==> src/rtl/c8ex_pkg.sv <==
// Package: opcodes, flag positions, register state types and word widths.
`default_nettype none

package c8ex_pkg;

    // Stream word widths (fields packed from bit 0, padded to whole bytes)
    localparam int IN_TDATA_W  = 16;
    localparam int OUT_TDATA_W = 48;

    // Operation codes
    localparam logic [5:0] OP_NOP   = 6'd0;
    localparam logic [5:0] OP_LDA   = 6'd1;
    localparam logic [5:0] OP_LDX   = 6'd2;
    localparam logic [5:0] OP_LDY   = 6'd3;
    localparam logic [5:0] OP_AND   = 6'd4;
    localparam logic [5:0] OP_ADC   = 6'd5;
    localparam logic [5:0] OP_SBC   = 6'd6;
    localparam logic [5:0] OP_ASL_A = 6'd7;
    localparam logic [5:0] OP_ASL_M = 6'd8;
    localparam logic [5:0] OP_LSR_A = 6'd9;
    localparam logic [5:0] OP_LSR_M = 6'd10;
    localparam logic [5:0] OP_ROL_A = 6'd11;
    localparam logic [5:0] OP_ROL_M = 6'd12;
    localparam logic [5:0] OP_ROR_A = 6'd13;
    localparam logic [5:0] OP_ROR_M = 6'd14;
    localparam logic [5:0] OP_BIT   = 6'd15;
    localparam logic [5:0] OP_TAX   = 6'd16;
    localparam logic [5:0] OP_TAY   = 6'd17;
    localparam logic [5:0] OP_TXA   = 6'd18;
    localparam logic [5:0] OP_TYA   = 6'd19;
    localparam logic [5:0] OP_TSX   = 6'd20;
    localparam logic [5:0] OP_TXS   = 6'd21;
    localparam logic [5:0] OP_CLC   = 6'd22;
    localparam logic [5:0] OP_CLV   = 6'd23;
    localparam logic [5:0] OP_CLD   = 6'd24;
    localparam logic [5:0] OP_CLI   = 6'd25;
    localparam logic [5:0] OP_SEC   = 6'd26;
    localparam logic [5:0] OP_SED   = 6'd27;
    localparam logic [5:0] OP_SEI   = 6'd28;
    localparam logic [5:0] OP_STA   = 6'd29;
    localparam logic [5:0] OP_STX   = 6'd30;
    localparam logic [5:0] OP_STY   = 6'd31;
    localparam logic [5:0] OP_PLP   = 6'd32;
    localparam logic [5:0] OP_PHP   = 6'd33;

    // Status flag bit positions
    localparam int FLAG_C   = 0;
    localparam int FLAG_Z   = 1;
    localparam int FLAG_I   = 2;
    localparam int FLAG_D   = 3;
    localparam int FLAG_B   = 4;
    localparam int FLAG_ONE = 5;
    localparam int FLAG_V   = 6;
    localparam int FLAG_N   = 7;

    localparam logic [7:0] STATUS_RESET = 8'h24;
    localparam logic [7:0] SP_RESET     = 8'hFF;
    localparam logic [7:0] PULL_MASK    = 8'hCF;
    localparam logic [7:0] PUSH_SET     = 8'h30;

    // Shift kinds
    typedef enum logic [1:0] {
        SH_ASL = 2'd0,
        SH_LSR = 2'd1,
        SH_ROL = 2'd2,
        SH_ROR = 2'd3
    } shift_kind_t;

    typedef struct packed {
        logic [7:0] acc;
        logic [7:0] x;
        logic [7:0] y;
        logic [7:0] sp;
        logic [7:0] status;
    } arch_state_t;

    typedef struct packed {
        logic [7:0] result_byte;
        logic       write_back;
    } mem_result_t;

endpackage : c8ex_pkg

`default_nettype wire

==> src/rtl/c8ex_exec.sv <==
// Execute logic: ALU, shifter, flags and register updates for one operation.
`default_nettype none

module c8ex_exec
    import c8ex_pkg::*;
(
    input  wire logic [5:0]  opcode,
    input  wire logic [7:0]  operand,
    input  wire arch_state_t cur_state,
    output arch_state_t      nxt_state,
    output mem_result_t      mem_out
);

    logic [7:0]  add_in;
    logic [8:0]  sum;
    logic [7:0]  sh_src;
    logic [7:0]  sh_res;
    logic        sh_cout;
    shift_kind_t sh_kind;
    logic        cin;

    // Update N and Z from a value
    function automatic logic [7:0] set_nz(input logic [7:0] p, input logic [7:0] v);
        logic [7:0] r;
        r         = p;
        r[FLAG_Z] = (v == 8'h00);
        r[FLAG_N] = v[7];
        return r;
    endfunction

    assign cin    = cur_state.status[FLAG_C];
    assign add_in = (opcode == OP_SBC) ? ~operand : operand;
    assign sum    = {1'b0, cur_state.acc} + {1'b0, add_in} + {8'h00, cin};

    // Shift kind from the opcode pair; odd codes work on A, even on the operand
    always_comb
    begin
        sh_kind = shift_kind_t'(2'((opcode - OP_ASL_A) >> 1));
        sh_src  = opcode[0] ? cur_state.acc : operand;
        unique case (sh_kind)
            SH_ASL:
            begin
                sh_res  = {sh_src[6:0], 1'b0};
                sh_cout = sh_src[7];
            end
            SH_LSR:
            begin
                sh_res  = {1'b0, sh_src[7:1]};
                sh_cout = sh_src[0];
            end
            SH_ROL:
            begin
                sh_res  = {sh_src[6:0], cin};
                sh_cout = sh_src[7];
            end
            SH_ROR:
            begin
                sh_res  = {cin, sh_src[7:1]};
                sh_cout = sh_src[0];
            end
            default:
            begin
                sh_res  = sh_src;
                sh_cout = cin;
            end
        endcase
    end

    always_comb
    begin
        nxt_state           = cur_state;
        mem_out.result_byte = 8'h00;
        mem_out.write_back  = 1'b0;
        unique case (opcode)
            OP_LDA:
            begin
                nxt_state.acc    = operand;
                nxt_state.status = set_nz(cur_state.status, operand);
            end
            OP_LDX:
            begin
                nxt_state.x      = operand;
                nxt_state.status = set_nz(cur_state.status, operand);
            end
            OP_LDY:
            begin
                nxt_state.y      = operand;
                nxt_state.status = set_nz(cur_state.status, operand);
            end
            OP_AND:
            begin
                nxt_state.acc    = cur_state.acc & operand;
                nxt_state.status = set_nz(cur_state.status, cur_state.acc & operand);
            end
            OP_ADC, OP_SBC:
            begin
                nxt_state.acc            = sum[7:0];
                nxt_state.status         = set_nz(cur_state.status, sum[7:0]);
                nxt_state.status[FLAG_C] = sum[8];
                nxt_state.status[FLAG_V] = ~(cur_state.acc[7] ^ add_in[7])
                                           & (cur_state.acc[7] ^ sum[7]);
            end
            OP_ASL_A, OP_LSR_A, OP_ROL_A, OP_ROR_A:
            begin
                nxt_state.acc            = sh_res;
                nxt_state.status         = set_nz(cur_state.status, sh_res);
                nxt_state.status[FLAG_C] = sh_cout;
            end
            OP_ASL_M, OP_LSR_M, OP_ROL_M, OP_ROR_M:
            begin
                nxt_state.status         = set_nz(cur_state.status, sh_res);
                nxt_state.status[FLAG_C] = sh_cout;
                mem_out.result_byte      = sh_res;
                mem_out.write_back       = 1'b1;
            end
            OP_BIT:
            begin
                nxt_state.status[FLAG_N] = operand[7];
                nxt_state.status[FLAG_V] = operand[6];
                nxt_state.status[FLAG_Z] = ((operand & cur_state.acc) == 8'h00);
            end
            OP_TAX:
            begin
                nxt_state.x      = cur_state.acc;
                nxt_state.status = set_nz(cur_state.status, cur_state.acc);
            end
            OP_TAY:
            begin
                nxt_state.y      = cur_state.acc;
                nxt_state.status = set_nz(cur_state.status, cur_state.acc);
            end
            OP_TXA:
            begin
                nxt_state.acc    = cur_state.x;
                nxt_state.status = set_nz(cur_state.status, cur_state.x);
            end
            OP_TYA:
            begin
                nxt_state.acc    = cur_state.y;
                nxt_state.status = set_nz(cur_state.status, cur_state.y);
            end
            OP_TSX:
            begin
                nxt_state.x      = cur_state.sp;
                nxt_state.status = set_nz(cur_state.status, cur_state.sp);
            end
            OP_TXS:   nxt_state.sp = cur_state.x;
            OP_CLC:   nxt_state.status[FLAG_C] = 1'b0;
            OP_CLV:   nxt_state.status[FLAG_V] = 1'b0;
            OP_CLD:   nxt_state.status[FLAG_D] = 1'b0;
            OP_CLI:   nxt_state.status[FLAG_I] = 1'b0;
            OP_SEC:   nxt_state.status[FLAG_C] = 1'b1;
            OP_SED:   nxt_state.status[FLAG_D] = 1'b1;
            OP_SEI:   nxt_state.status[FLAG_I] = 1'b1;
            OP_STA:
            begin
                mem_out.result_byte = cur_state.acc;
                mem_out.write_back  = 1'b1;
            end
            OP_STX:
            begin
                mem_out.result_byte = cur_state.x;
                mem_out.write_back  = 1'b1;
            end
            OP_STY:
            begin
                mem_out.result_byte = cur_state.y;
                mem_out.write_back  = 1'b1;
            end
            OP_PLP:
            begin
                nxt_state.status         = operand & PULL_MASK;
                nxt_state.status[FLAG_ONE] = 1'b1;
                nxt_state.sp             = cur_state.sp + 8'd1;
            end
            OP_PHP:
            begin
                mem_out.result_byte = cur_state.status | PUSH_SET;
                mem_out.write_back  = 1'b1;
                nxt_state.sp        = cur_state.sp - 8'd1;
            end
            default:
            begin
                // NOP and unused codes: hold everything
                nxt_state = cur_state;
            end
        endcase
    end

endmodule : c8ex_exec

`default_nettype wire

==> src/rtl/cpu8_register_alu_flags_execute_unit.sv <==
// Top level: input register, execute logic, architectural registers, result register.
//
//  Channel | Dir | Handshake                    | Word contents
//  --------+-----+------------------------------+------------------------------------------
//  s_axis  | in  | s_axis_tvalid/s_axis_tready  | opcode[5:0], operand[13:6], zero pad
//  m_axis  | out | m_axis_tvalid/m_axis_tready  | result_byte, write_back, A, X, Y, status
//
//  An accepted word moves through the input register into the result register on m_axis;
//  one word is taken every cycle unless m_axis stalls. The execute step (combinational ALU
//  between the input register and the result register) updates A, X, Y, SP and status as
//  the word moves forward, so each operation sees the registers left by the one before.
//  Reset clears both valid flags and loads A=X=Y=0, SP=0xFF, status=0x24.
//  A stall on m_axis holds the result register and the input register; the input side
//  still accepts while the input register is empty.
`default_nettype none

module cpu8_register_alu_flags_execute_unit
    import c8ex_pkg::*;
(
    input  wire logic                   clk,
    input  wire logic                   rst_n,
    // opcode[5:0], operand[13:6], zeros[15:14]
    input  wire logic [IN_TDATA_W-1:0]  s_axis_tdata,
    input  wire logic                   s_axis_tvalid,
    output logic                        s_axis_tready,
    // result_byte[7:0], write_back[8], acc_value[16:9], x_value[24:17],
    // y_value[32:25], status_value[40:33], zeros[47:41]
    output logic [OUT_TDATA_W-1:0]      m_axis_tdata,
    output logic                        m_axis_tvalid,
    input  wire logic                   m_axis_tready
);

    // Input register
    logic        in_valid_reg, in_valid_next;
    logic [5:0]  in_op_reg;
    logic [7:0]  in_operand_reg;

    // Architectural registers
    arch_state_t state_reg, state_next;

    // Result register
    logic        out_valid_reg, out_valid_next;
    mem_result_t out_mem_reg;
    arch_state_t out_state_reg;

    arch_state_t exec_state;
    mem_result_t exec_mem;

    logic advance;
    logic exec_fire;
    logic in_fire;

    // Advance when the result register is free or being drained this cycle
    assign advance       = !out_valid_reg || m_axis_tready;
    assign exec_fire     = in_valid_reg && advance;
    assign s_axis_tready = !in_valid_reg || advance;
    assign in_fire       = s_axis_tvalid && s_axis_tready;

    c8ex_exec u_exec
    (
        .opcode    (in_op_reg),
        .operand   (in_operand_reg),
        .cur_state (state_reg),
        .nxt_state (exec_state),
        .mem_out   (exec_mem)
    );

    always_comb
    begin
        in_valid_next = in_valid_reg;
        if (in_fire)
        begin
            in_valid_next = 1'b1;
        end
        else if (exec_fire)
        begin
            in_valid_next = 1'b0;
        end

        out_valid_next = out_valid_reg;
        if (exec_fire)
        begin
            out_valid_next = 1'b1;
        end
        else if (m_axis_tready)
        begin
            out_valid_next = 1'b0;
        end

        state_next = exec_fire ? exec_state : state_reg;
    end

    always_ff @(posedge clk or negedge rst_n)
    begin
        if (!rst_n)
        begin
            in_valid_reg     <= 1'b0;
            out_valid_reg    <= 1'b0;
            state_reg.acc    <= 8'h00;
            state_reg.x      <= 8'h00;
            state_reg.y      <= 8'h00;
            state_reg.sp     <= SP_RESET;
            state_reg.status <= STATUS_RESET;
        end
        else
        begin
            in_valid_reg  <= in_valid_next;
            out_valid_reg <= out_valid_next;
            state_reg     <= state_next;
        end
    end

    // Payload registers: load on handshake, hold otherwise
    always_ff @(posedge clk)
    begin
        if (in_fire)
        begin
            in_op_reg      <= s_axis_tdata[5:0];
            in_operand_reg <= s_axis_tdata[13:6];
        end
        if (exec_fire)
        begin
            out_mem_reg   <= exec_mem;
            out_state_reg <= exec_state;
        end
    end

    assign m_axis_tvalid = out_valid_reg;
    assign m_axis_tdata  = {7'd0,
                            out_state_reg.status,
                            out_state_reg.y,
                            out_state_reg.x,
                            out_state_reg.acc,
                            out_mem_reg.write_back,
                            out_mem_reg.result_byte};

    // Bit 5 of status is always set
    a_status_one: assert property (@(posedge clk) disable iff (!rst_n)
        state_reg.status[FLAG_ONE])
        else $error("status bit 5 cleared");

    // No write-back means a zero result byte
    a_no_write_zero: assert property (@(posedge clk) disable iff (!rst_n)
        (out_valid_reg && !out_mem_reg.write_back) |-> (out_mem_reg.result_byte == 8'h00))
        else $error("result byte non-zero without write-back");

    // Registers change only when an operation executes
    a_state_hold: assert property (@(posedge clk) disable iff (!rst_n)
        !exec_fire |=> $stable(state_reg))
        else $error("registers changed without an operation");

    // Stack pointer moves only on push, pull or transfer from X
    a_sp_moves: assert property (@(posedge clk) disable iff (!rst_n)
        (exec_fire && in_op_reg != OP_PHP && in_op_reg != OP_PLP && in_op_reg != OP_TXS)
        |=> $stable(state_reg.sp))
        else $error("stack pointer moved on an unrelated operation");

endmodule : cpu8_register_alu_flags_execute_unit

`default_nettype wire
==> config.mk <==
export PLATFORM = sky130hd
export DESIGN_NAME = cpu8_register_alu_flags_execute_unit
export DESIGN_NICKNAME = d
export VERILOG_FILES = /design/src/rtl/c8ex_pkg.sv /design/src/rtl/c8ex_exec.sv /design/src/rtl/cpu8_register_alu_flags_execute_unit.sv
export SDC_FILE = /design/constraint.sdc
export NUM_CORES = 1
export LEC_CHECK = 0
export BUFFER_PORTS_ARGS = -buffer_cell sky130_fd_sc_hd__buf_2
export CAP_MARGIN = 20
export CELL_PAD_IN_SITES_DETAIL_PLACEMENT = 0
export CELL_PAD_IN_SITES_GLOBAL_PLACEMENT = 1
export CORE_MARGIN = 3
export CORE_UTILIZATION = 49
export CTS_BUF_LIST = sky130_fd_sc_hd__clkbuf_4 sky130_fd_sc_hd__clkbuf_8
export DETAILED_ROUTE_END_ITERATION = 16
export PLACE_DENSITY = 0.84
export SKIP_CTS_REPAIR_TIMING = 1
export SLEW_MARGIN = 5
export SYNTH_ARGS = -nofsm -noshare
export SYNTH_HDL_FRONTEND = slang
export SYNTH_HIERARCHICAL = 1
export SYNTH_SLANG_ARGS = --single-unit
==> constraint.sdc <==
create_clock -name clk -period 5.75 [get_ports clk]
set_input_delay 1.15 -clock clk [delete_from_list [all_inputs] [get_ports clk]]
set_output_delay 1.15 -clock clk [all_outputs]
set_load 0.1 [all_outputs]
==> results.txt <==
----------------------------------------------------
[Layout]
  Post-route cell area ... ~6700 um^2
  Core utilization of the finished layout ... 0.549
  Ratio of cells with drive above 1 in the final layout ... 0.246
  Count of nets after finishing ... 633
  Final Instance Count excl. Fillers ... 765
  Count of antenna diodes in the layout ... 0
  Area growth, synth to finish ... 7.79%
  Largest register FFs ... roughly 40

[Synth]
  Ys Warns ... 6
  Register bit count reported by yosys ... 97
  Post-synth EDFFs ... 55
  Mapped cell area ... 6210 um^2
  Top cells by area, synth ... edfxtp_1 27%, dfrtp_1 13%, mux2_4 9.4%
  Mapped Cells ... 557
  Count of unique library cells instantiated by Yosys ... 72
  Predominant post-synthesis flop cell ... edfxtp_1
  Fraction of post-synthesis cell area in the top cell type by area ... 0.266
  Commonest cells in the netlist ... 61 x nand2_1, 55 x edfxtp_1, 39 x mux2_4, 36 x a22oi_1, 32 x dfrtp_1
  Register area share after synthesis ... 0.437
  Avg Cell Area, Syn ... ~11 um^2
  Post-synthesis async set-or-reset flop share ... 0.433
  Largest area contributor in the synthesized netlist ... edfxtp_1
  Top-count cell post-synth ... nand2_1

[Global routing]
  Pin count of the biggest net entering global routing ... 43
  Number of antenna violations at the first check in global routing ... 0
  Number of global-route vias before repair ... 4,712
  All-Layer GR Usage ... 0.236
  Wire length of the first global-routing pass ... 26.0 mm
  Remaining global-route overflow ... 0

[Timing]
  Setup violations, final ... 0
  Unrepaired setup endpoints after global routing ... false
  Number of slew-limit violations in the final report ... 0
  Achievable frequency ... 207 MHz
  Final hold vios ... 0
  Slew at the pin with the worst max-slew slack ... 999 ps
  Tmin final ... 4830 ps
  Max-slew headroom at the worst pin ... 0.331
  Clk_skew ... 16.9 ps
  Setup_tns ... 0 ps
  Hold Slack ... 509 ps
  Final clock period utilization by the worst path ... 0.840

[Power and ir drop]
  Switching part of the total power ... 0.457
  Clock share of power ... 0.142
  Seq pwr share ... 0.435
  Cell internal pwr ... 1.51 mW
  Cell leakage power ... 2.81 nW
  Combinational group share of total power ... 0.423
  Switching power ... 1.27 mW
  Power per Cell Area ... 416 nW/um^2
  Maximum resistive drop on vdd ... about 0.16 mV

[Floorplan]
  Effective utilization at floorplan ... 0.509
  Die boundary width ... 119 um
  Total core area ... 12,200 um^2
  Cell Rows ... 40
  Number of I/O pins ... 70
  Floorplan die height ... roughly 120 um
  Floorplan die area ... 14,100 um^2

[Clocking]
  Worst-path clk slew ... 90 ps
  Maximum root-to-sink buffer count ... 2
  TritonCTS clock tree ... done
  Cell chosen for the clock root ... clkbuf_8
  H-tree Lvls ... 3
  Skew-Pair Late Insertion Delay ... 390 ps
  CTS sink count ... 97
  CTS buffer count ... 9

[Routing]
  Detailed Routing Iterations Pass 1 ... 6
  Routed Antenna Nets ... 0
  Vias after detailed routing ... 4,836
  Number of DRC markers in iteration 0 ... roughly 750
  Routed vias/inst ... 6.32
  Wire length per cell after detailed routing ... approximately 22 um
  Remaining DRCs ... 0
  WL final ... roughly 17 mm

[Place]
  Total placed instance area ... 6500 um^2
  Global placer's final weighted congestion ... roughly 0.92
  Final HPWL from detailed placement ... 11.5 mm
  Number of instances in the placed design ... 748
  Quantity of I/O buffers inserted on ports ... 60

[Min path]
  Worst hold path class ... flop to flop

[Critical path]
  CP Capture Type ... flop
  Data required, critical path ... 6070 ps
  Data arrival at the endpoint of the critical path ... 5150 ps
  Worst-path fanout max ... 13
  WS Path Type ... flop to flop
  Startpoint class of the critical path ... flop

[Status]
  Run status ... finished, final reports clean

[Flow run]
  Max-cap check violation count ... 0

----------------------------------------------------
[cell families (layout without fill, tap and decap cells)]
group / after synthesis / in the layout / synth area share
adder cells (fa/ha/maj): 21 / 21 / 0.0459
buffers and inverters: 61 / 95 / 0.0513
other: 1 / 7 / 0.000603
AO/OA/AOI/OAI: 126 / 126 / 0.154
flip-flops: 97 / 97 / 0.437
AND/OR/NAND/NOR: 178 / 178 / 0.151
multiplexers: 52 / 52 / 0.130
XOR/XNOR: 21 / 21 / 0.0296
[worst paths after layout]
check	startpoint	to	slack (ps)	depth (start not counted)
max	in_op_reg[0]$_DFFE_PP_	state_reg[1]$_DFFE_PN0P_	920	14
max in group asynchronous	rst_n	state_reg[15]$_DFFE_PN1P_	4390	2
min reg2reg	state_reg[4]$_DFFE_PN0P_	state_reg[4]$_DFFE_PN0P_	510	1
max reg2reg	in_op_reg[0]$_DFFE_PP_	state_reg[1]$_DFFE_PN0P_	920	14
min in group asynchronous	rst_n	state_reg[27]$_DFFE_PN0P_	760	1
min	state_reg[4]$_DFFE_PN0P_	state_reg[4]$_DFFE_PN0P_	510	1
[power by group through the flow]
| stage | Clock, mW | Sequential, mW | Combinational (mW) |
|---|---|---|---|
| after CTS | 0.403 | 1.20 | 1.17 |
| after floorplan | 0 | 1.47 | 0.653 |
| after global routing | 0.440 | 1.23 | 1.25 |
| final | 0.396 | 1.21 | 1.18 |
| after detailed placement | 0 | 1.21 | 1.16 |
| after global placement | 0 | 1.21 | 1.14 |
[worst max-delay path, stage by stage (launching register included)]
cell	delay (ps)
edfxtp_1	620
inv_1	170
ha_1	320
nand2b_1	150
or4_1	690
xnor2_1	230
fa_1	440
fa_1	440
a211oi_2	260
o21bai_1	110
a211oi_1	280
a21oi_1	90
or4b_1	550
a31oi_2	240
mux2_4	180
[routing by layer]
layer / track usage / vias to the layer above / wire length, um
li1: - / 2172 / -
met1: 0.313 / 2336 / 6960
met2: 0.374 / 275 / 7780
met3: 0.0555 / 53 / 1310
met4: 0.0970 / 0 / 545
met5: 0 / - / 0
[placed cells by master, fill, tap and decap left out, drive strengths merged, types with 3 or more instances in the layout]
master   count
a211oi       6
a21oi       24
a221o        5
a222oi      12
a22o         3
a22oi       36
and3         9
buf         63
clkbuf      10
clkinv       4
conb         7
dfrtp       32
dfstp       10
edfxtp      55
fa           3
ha          18
inv         16
mux2        40
mux2i        5
mux4         7
nand2       62
nand2b      10
nand3       15
nand4        5
nor2        32
nor2b        6
nor3        11
nor4        12
nor4b        3
o2111ai      7
o21ai       11
or4          4
xnor2       12
xor2         9
[final cells by class]
cell class,instances,area (um^2)
fill,1102,5510
multi-input combinational,405,3200
sequential,97,2720
timing repair buffer,63,343
tap,168,210
clock buffer,10,131
inverter,16,60.1
clock inverter,6,36.3
[per-stage QoR]
step | power, mW | setup slack [ps]
floorplan | 2.12 | 1430
global placement | 2.35 | 1130
detailed placement | 2.38 | 1020
CTS | 2.77 | 998
global route | 2.92 | 722
finish | 2.78 | 921
Power figures use the tool's default switching activity.
